### src/design/evad_pkg.sv
// ----------------------------------------------------------------------------
// evad_pkg
// types and fixed constants of the energy vad endpoint detector
// ----------------------------------------------------------------------------
package evad_pkg;

  localparam int OPC_W      = 2;
  localparam int SAMPLE_W   = 16;
  localparam int SQ_W       = 2 * SAMPLE_W;
  localparam int ACT_W      = 2;
  localparam int SEG_W      = 24;
  localparam int THR_W      = 30;
  localparam int SIL_W      = 8;
  localparam int CFG_IDX_W  = 2;
  localparam int CFG_DATA_W = 30;

  typedef enum logic [OPC_W-1:0] {
    OP_SAMPLE  = 2'd0,
    OP_TICK    = 2'd1,
    OP_RESTART = 2'd2
  } opcode_t;

  typedef enum logic [ACT_W-1:0] {
    ACT_HOLD   = 2'd0,
    ACT_SUBMIT = 2'd1,
    ACT_DRAIN  = 2'd2,
    ACT_BUSY   = 2'd3
  } action_t;

  typedef enum logic [CFG_IDX_W-1:0] {
    CFG_THRESHOLD_SQ = 2'd0,
    CFG_SILENCE_TICKS = 2'd1,
    CFG_MIN_SEGMENT  = 2'd2,
    CFG_MAX_SEGMENT  = 2'd3
  } cfg_idx_t;

  localparam logic [THR_W-1:0] THR_RESET      = 30'd154610;
  localparam logic [SIL_W-1:0] SIL_NEED_RESET = 8'd2;
  localparam logic [SEG_W-1:0] MIN_SEG_RESET  = 24'd12000;
  localparam logic [SEG_W-1:0] MAX_SEG_RESET  = 24'd192000;

endpackage

### src/design/energy_vad_endpoint_detector_top.sv
// ----------------------------------------------------------------------------
// energy_vad_endpoint_detector_top
// energy voice activity detector with end-of-utterance decision
// ----------------------------------------------------------------------------
// Takes one word per clock on the input channel: pcm samples accumulate their
// square into the tick energy, a tick classifies the tick as voiced when
// energy >= threshold_sq * samples_in_tick and returns one result word
// (hold, submit, drain or busy skip); restart clears the detector state. A sample is
// squared on its way into the input register; the state-update logic then consumes
// each word from there, and a tick writes the result register as it is consumed, so
// a tick result passes through the input register and then the result register.
// Throughput is one word per cycle while the input does not stall; the tick decision
// holds one threshold x tick-count multiply and a compare. The input stalls only
// while a tick sits in the input register and the result register is still held
// by the sink. There is no clearing pass after reset.
module energy_vad_endpoint_detector_top #(
  parameter int COUNT_WIDTH  = 24,
  parameter int ENERGY_WIDTH = 48
) (
  input  logic                                clk,
  input  logic                                rst_n,
  input  logic                                in_valid,
  output logic                                in_ready,
  input  logic [evad_pkg::OPC_W-1:0]          in_opcode,
  input  logic signed [evad_pkg::SAMPLE_W-1:0] in_sample,
  input  logic                                in_engine_busy,
  output logic                                out_valid,
  input  logic                                out_ready,
  output logic [evad_pkg::ACT_W-1:0]          out_action,
  output logic [evad_pkg::SEG_W-1:0]          out_segment_samples,
  output logic                                out_tick_voiced,
  output logic                                out_speech_active,
  output logic [evad_pkg::SIL_W-1:0]          out_silent_tick_count,
  input  logic                                cfg_we,
  input  logic [evad_pkg::CFG_IDX_W-1:0]      cfg_index,
  input  logic [evad_pkg::CFG_DATA_W-1:0]     cfg_wdata
);
  import evad_pkg::*;

  localparam int PROD_W = THR_W + COUNT_WIDTH;
  localparam int CMP_W  = (PROD_W > ENERGY_WIDTH) ? PROD_W : ENERGY_WIDTH;
  localparam int BUF_W  = (COUNT_WIDTH > SEG_W) ? COUNT_WIDTH : SEG_W;

  // configuration
  logic [THR_W-1:0] thr_r;
  logic [SIL_W-1:0] sil_need_r;
  logic [SEG_W-1:0] min_seg_r;
  logic [SEG_W-1:0] max_seg_r;

  // input register
  logic             in_vld_r, in_vld_nxt;
  logic [OPC_W-1:0] op_r;
  logic [SQ_W-1:0]  sq_r;
  logic             busy_r;
  logic [SAMPLE_W-1:0] mag;

  // detector state
  logic [ENERGY_WIDTH-1:0] energy_r, energy_nxt;
  logic [COUNT_WIDTH-1:0]  tick_r, tick_nxt;
  logic [COUNT_WIDTH-1:0]  buf_r, buf_nxt;
  logic                    speech_r, speech_nxt;
  logic [SIL_W-1:0]        sil_r, sil_nxt;

  // result register
  logic             out_vld_r, out_vld_nxt;
  logic [ACT_W-1:0] act_r;
  logic [SEG_W-1:0] seg_r;
  logic             voiced_r, spa_r;
  logic [SIL_W-1:0] stc_r;

  logic              is_tick, proc_go, res_v;
  action_t           act_c;
  logic              voiced_c;
  logic [ENERGY_WIDTH:0] energy_add;
  logic [PROD_W-1:0] prod;
  logic              end_utt, ovf, min_ok;

  assign is_tick  = (opcode_t'(op_r) == OP_TICK);
  assign proc_go  = in_vld_r && (!is_tick || !out_vld_r || out_ready);
  assign in_ready = !in_vld_r || proc_go;

  // |sample|, -32768 maps to 0x8000
  assign mag = in_sample[SAMPLE_W-1] ? (~in_sample + 1'b1) : in_sample;

  assign energy_add = {1'b0, energy_r} + (ENERGY_WIDTH+1)'(sq_r);
  assign prod       = PROD_W'(thr_r) * PROD_W'(tick_r);
  assign ovf        = BUF_W'(buf_r) >= BUF_W'(max_seg_r);
  assign min_ok     = BUF_W'(buf_r) >= BUF_W'(min_seg_r);

  always_comb begin
    energy_nxt = energy_r;
    tick_nxt   = tick_r;
    buf_nxt    = buf_r;
    speech_nxt = speech_r;
    sil_nxt    = sil_r;
    res_v      = 1'b0;
    act_c      = ACT_HOLD;
    voiced_c   = 1'b0;
    end_utt    = 1'b0;
    if (proc_go) begin
      case (opcode_t'(op_r))
        OP_SAMPLE: begin
          energy_nxt = energy_add[ENERGY_WIDTH] ? '1 : energy_add[ENERGY_WIDTH-1:0];
          tick_nxt   = (tick_r == '1) ? tick_r : tick_r + 1'b1;
          buf_nxt    = (buf_r == '1) ? buf_r : buf_r + 1'b1;
        end
        OP_RESTART: begin
          energy_nxt = '0;
          tick_nxt   = '0;
          buf_nxt    = '0;
          speech_nxt = 1'b0;
          sil_nxt    = '0;
        end
        OP_TICK: begin
          res_v = 1'b1;
          if (busy_r) begin
            act_c = ACT_BUSY;
          end else begin
            voiced_c   = CMP_W'(energy_r) >= CMP_W'(prod);
            energy_nxt = '0;
            tick_nxt   = '0;
            if (voiced_c) begin
              speech_nxt = 1'b1;
              sil_nxt    = '0;
            end else if (speech_r && sil_r != '1) begin
              sil_nxt = sil_r + 1'b1;
            end
            end_utt = speech_nxt && (sil_nxt >= sil_need_r);
            if (ovf && !speech_nxt) begin
              act_c   = ACT_DRAIN;
              buf_nxt = '0;
              sil_nxt = '0;
            end else if ((end_utt || ovf) && min_ok) begin
              act_c      = ACT_SUBMIT;
              buf_nxt    = '0;
              speech_nxt = 1'b0;
              sil_nxt    = '0;
            end
          end
        end
        default: ;
      endcase
    end
  end

  always_comb begin
    if (in_valid && in_ready) begin
      in_vld_nxt = 1'b1;
    end else if (proc_go) begin
      in_vld_nxt = 1'b0;
    end else begin
      in_vld_nxt = in_vld_r;
    end
    if (res_v) begin
      out_vld_nxt = 1'b1;
    end else if (out_ready) begin
      out_vld_nxt = 1'b0;
    end else begin
      out_vld_nxt = out_vld_r;
    end
  end

  always_ff @(posedge clk) begin
    if (!rst_n) begin
      in_vld_r   <= 1'b0;
      out_vld_r  <= 1'b0;
      energy_r   <= '0;
      tick_r     <= '0;
      buf_r      <= '0;
      speech_r   <= 1'b0;
      sil_r      <= '0;
      thr_r      <= THR_RESET;
      sil_need_r <= SIL_NEED_RESET;
      min_seg_r  <= MIN_SEG_RESET;
      max_seg_r  <= MAX_SEG_RESET;
    end else begin
      in_vld_r  <= in_vld_nxt;
      out_vld_r <= out_vld_nxt;
      energy_r  <= energy_nxt;
      tick_r    <= tick_nxt;
      buf_r     <= buf_nxt;
      speech_r  <= speech_nxt;
      sil_r     <= sil_nxt;
      if (cfg_we) begin
        case (cfg_idx_t'(cfg_index))
          CFG_THRESHOLD_SQ:  thr_r      <= cfg_wdata[THR_W-1:0];
          CFG_SILENCE_TICKS: sil_need_r <= cfg_wdata[SIL_W-1:0];
          CFG_MIN_SEGMENT:   min_seg_r  <= cfg_wdata[SEG_W-1:0];
          CFG_MAX_SEGMENT:   max_seg_r  <= cfg_wdata[SEG_W-1:0];
          default: ;
        endcase
      end
    end
  end

  // payload registers
  always_ff @(posedge clk) begin
    if (in_valid && in_ready) begin
      op_r   <= in_opcode;
      sq_r   <= SQ_W'(mag) * SQ_W'(mag);
      busy_r <= in_engine_busy;
    end
    if (res_v) begin
      act_r    <= act_c;
      seg_r    <= SEG_W'(buf_r);
      voiced_r <= voiced_c;
      spa_r    <= speech_nxt;
      stc_r    <= sil_nxt;
    end
  end

  assign out_valid             = out_vld_r;
  assign out_action            = act_r;
  assign out_segment_samples   = seg_r;
  assign out_tick_voiced       = voiced_r;
  assign out_speech_active     = spa_r;
  assign out_silent_tick_count = stc_r;

endmodule

### config.mk
export PLATFORM = sky130hd
export DESIGN_NAME = energy_vad_endpoint_detector_top
export DESIGN_NICKNAME = d
export VERILOG_FILES = /design/src/design/evad_pkg.sv /design/src/design/energy_vad_endpoint_detector_top.sv
export SDC_FILE = /design/constraint.sdc
export NUM_CORES = 2
export LEC_CHECK = 0
export ABC_AREA = 1
export BUFFER_PORTS_ARGS = -buffer_cell sky130_fd_sc_hd__buf_2
export CORE_MARGIN = 4
export CORE_UTILIZATION = 45
export CTS_CLUSTER_SIZE = 28
export DETAILED_ROUTE_END_ITERATION = 8
export SYNTH_ARGS = -nofsm -noshare
export SYNTH_HDL_FRONTEND = slang
export SYNTH_SLANG_ARGS = --single-unit
export TNS_END_PERCENT = 5
### constraint.sdc
create_clock -name clk -period 21.9 [get_ports clk]
set_input_delay 4.38 -clock clk [delete_from_list [all_inputs] [get_ports clk]]
set_output_delay 4.38 -clock clk [all_outputs]
set_load 0.1 [all_outputs]
==> impl_metrics.env <==
export IMPL_syn_to_final_growth_pct=6.34
export IMPL_die_h_um=329
export IMPL_coreArea_um2=102000
export IMPL_status="completed"
export IMPL_cp_depth=34
export IMPL_final_seq_area_um2=5970
export IMPL_clock_latency_ns=0.57
export IMPL_clock_sinks=263
export IMPL_drc=0
export IMPL_numCtsBuffers=34
export IMPL_start_util_pct=45.5
export IMPL_tightest_slew_ns=1.14
export IMPL_setup_tns_ns=0
export IMPL_antenna_found_initial=0
export IMPL_cp_slowest_cell="xor2_1"
export IMPL_place_congestion=0.907
export IMPL_fillerInstances=10300
export IMPL_clock_power_share_pct=19.5
export IMPL_rsz0062_at_grt="false"
export IMPL_max_freq_mhz=81.6
export IMPL_end_kind="register"
export IMPL_synth_top_cell_area_share_pct=33.5
export IMPL_reg2reg_slack_ns=10.58
export IMPL_worst_ir_drop_vdd_mv=0.159
export IMPL_p_int_mw=1.72
export IMPL_critPathArrivalTime_ns=12.55
export IMPL_cts_tree="built"
export IMPL_power_switching_mw=1.42
export IMPL_synth_distinct_cells=58
export IMPL_dr_pass1_iters=6
export IMPL_routedWlPerCell_um=16.7
export IMPL_final_nets=7280
export IMPL_max_cap_violations=0
export IMPL_grt_max_degree=73
export IMPL_synth_area_leader_cell="fa_1"
export IMPL_max_stage_delay_ns=0.77
export IMPL_power_total_mw=3.15
export IMPL_ctsResizeCount=0
export IMPL_yosys_warnings=0
export IMPL_seqPwrFrac_pct=21.1
export IMPL_rows=117
export IMPL_syn_area_um2=46500
export IMPL_viasPerCell=4.99
export IMPL_port_buffers=93
export IMPL_cts_hold_fix_buffers=0
export IMPL_combPwrFrac_pct=59.5
export IMPL_synth_ff_type="dfxtp_1"
export IMPL_crit_type="in2reg"
export IMPL_hold_violations=0
export IMPL_slew_limit_headroom_pct=23.6
export IMPL_mostFrequentLayoutCells="1,521 x inv_1, 1,445 x nand2_1, 778 x fa_1"
export IMPL_endpoint="sq_r[30]$_DFFE_PP_"
export IMPL_crit_family="adder cells"
export IMPL_holdCritPathClass="reg2reg"
export IMPL_syn_inst=6077
export IMPL_p_leak_nw=27.8
export IMPL_synthTopCellsByArea="fa_1 33%, inv_1 12%, nand2_1 12%, ha_1 11%, dfxtp_1 8.3%"
export IMPL_clockBufferDepth=3
export IMPL_finalWirelength_um=124000
export IMPL_dieArea_um2=109000
export IMPL_slew_viol_final=0
export IMPL_worstSetupStartpointType="input port"
export IMPL_min_period_ns=12.25
export IMPL_clock_skew_ns=0.0277
export IMPL_synth_edf_count=70
export IMPL_post_cts_setup_buffers=0
export IMPL_gr_usage_all_layers_pct=23.7
export IMPL_drive_above_1_share_pct=5.29
export IMPL_synthArstFlopShare_pct=0
export IMPL_reg2regPathDepth=47
export IMPL_powerDensity_nw_per_um2=63.6
export IMPL_critPathBufInv=8
export IMPL_period_share_pct=55.9
export IMPL_avgSynthCellArea_um2=7.65
export IMPL_hpwl_um=98600
export IMPL_dr_total_vias=37000
export IMPL_seq_area_frac_synth_pct=12.8
export IMPL_fp_dieW_um=329
export IMPL_synth_seq_cells=263
export IMPL_grt_pass1_vias=38700
export IMPL_grt_pass1_wl_um=206000
export IMPL_ios=94
export IMPL_clkTransAtPathRegs_ns=0.06
export IMPL_worst_r2r_endpoint="buf_r[1]$_SDFFE_PN0P_"
export IMPL_root_buffer="clkbuf_16"
export IMPL_cp_required_ns=22.20
export IMPL_critPathMaxFanout=18
export IMPL_p_sw_share_pct=45.3
export IMPL_ant_nets=0
export IMPL_antenna_cells=0
export IMPL_h_tree_depth=2
export IMPL_startpoint="in_sample[0]"
export IMPL_gr_total_overflow=0
export IMPL_drt_iter0_markers=2504
export IMPL_rr_startpoint="tick_r[1]$_SDFFE_PN0P_"
export IMPL_multi_input_area_um2=33800
export IMPL_setup_violations_final=0
export IMPL_layout_commonest_cell="inv_1"
[power groups by stage]
stage	clock [mW]	combinational (mW)	sequential [mW]
6_report	0.612	1.87	0.662
5_1_grt	0.645	2.20	0.666
4_1_cts	0.626	1.91	0.663
3_5_place_dp	0	1.89	0.674
3_3_place_gp	0	1.87	0.674
2_1_floorplan	0	1.45	0.657
[tightest hold or removal path, delay by kind of cell, from the launching register on]
family          cells  cell delay (ns)
flops               1             0.30
compound gates      1             0.06
buf+inv             1             0.06
[layout make-up]
| cell class | count | share of cell area, % |
|---|---|---|
| clock buffer | 42 | 1.91 |
| tap | 1368 | 3.46 |
| sequential | 263 | 12.1 |
| inverter | 1542 | 11.7 |
| multi-input combinational | 4030 | 68.4 |
| clock inverter | 19 | 0.551 |
| timing repair buffer | 158 | 1.93 |
[registers in the layout, indices dropped and copies added (netlist names), 24 cells and up]
register / count
buf_r: 24
thr_r: 30
sq_r: 31
min_seg_r: 24
energy_r: 48
tick_r: 24
out_segment_samples: 24
max_seg_r: 24
[synthesized netlist by cell type, types with 39 or more instances]
cell type	count
a21oi_1	307
clkbuf_1	245
dfxtp_1	193
edfxtp_1	70
fa_1	778
ha_1	417
inv_1	1521
nand2_1	1446
nand3_1	130
nand4_1	39
nor2_1	341
nor3_1	52
o21ai_0	173
xnor2_1	48
xor2_1	96
[through the flow]
step | instances | utilization, % | hold WS (ns) | setup WS [ns] | instance area [µm²]
floorplan | 6087 | - | 0.435 | 10.37 | 46500
global placement | 7361 | 47.2 | 0.442 | 9.34 | 48200
detailed placement | 7361 | 47.2 | 0.446 | 9.09 | 48200
CTS | 7422 | 48.4 | 0.462 | 9.66 | 49500
global route | 7422 | 48.4 | 0.472 | 8.87 | 49500
finish | 7422 | 48.4 | 0.460 | 9.65 | 49500
[worst min path at each step]
stage                               startpoint                    endpoint  cells past startpoint
floorplan           max_seg_r[12]$_SDFFE_PN0P_  max_seg_r[12]$_SDFFE_PN0P_                      2
global placement         thr_r[1]$_SDFFE_PN1P_       thr_r[1]$_SDFFE_PN1P_                      2
detailed placement       thr_r[1]$_SDFFE_PN1P_       thr_r[1]$_SDFFE_PN1P_                      2
CTS                      thr_r[1]$_SDFFE_PN1P_       thr_r[1]$_SDFFE_PN1P_                      2
global route         max_seg_r[5]$_SDFFE_PN0P_   max_seg_r[5]$_SDFFE_PN0P_                      2
finish              max_seg_r[19]$_SDFFE_PN0P_  max_seg_r[19]$_SDFFE_PN0P_                      2
[cells by family after synthesis]
kind of cell / share of synthesized area, %
and+or+nand+nor: 18.2
AOI/OAI and AO/OA: 6.93
DFF: 12.8
xor gates and xnor gates: 2.71
muxes: 0.0215
buffers and inverters: 14.6
adders and majority gates: 44.7
other: 0.0161
[per-layer routing]
| layer | track usage [%] | routed length [µm] | vias to the layer above |
|---|---|---|---|
| met1 | 32.3 | 54500 | 18000 |
| met5 | 0 | 0 | - |
| met3 | 3.47 | 7750 | 162 |
| met4 | 5.89 | 3290 | 0 |
| li1 | - | - | 17900 |
| met2 | 40.0 | 58200 | 1028 |
Power figures use the tool's default switching activity.
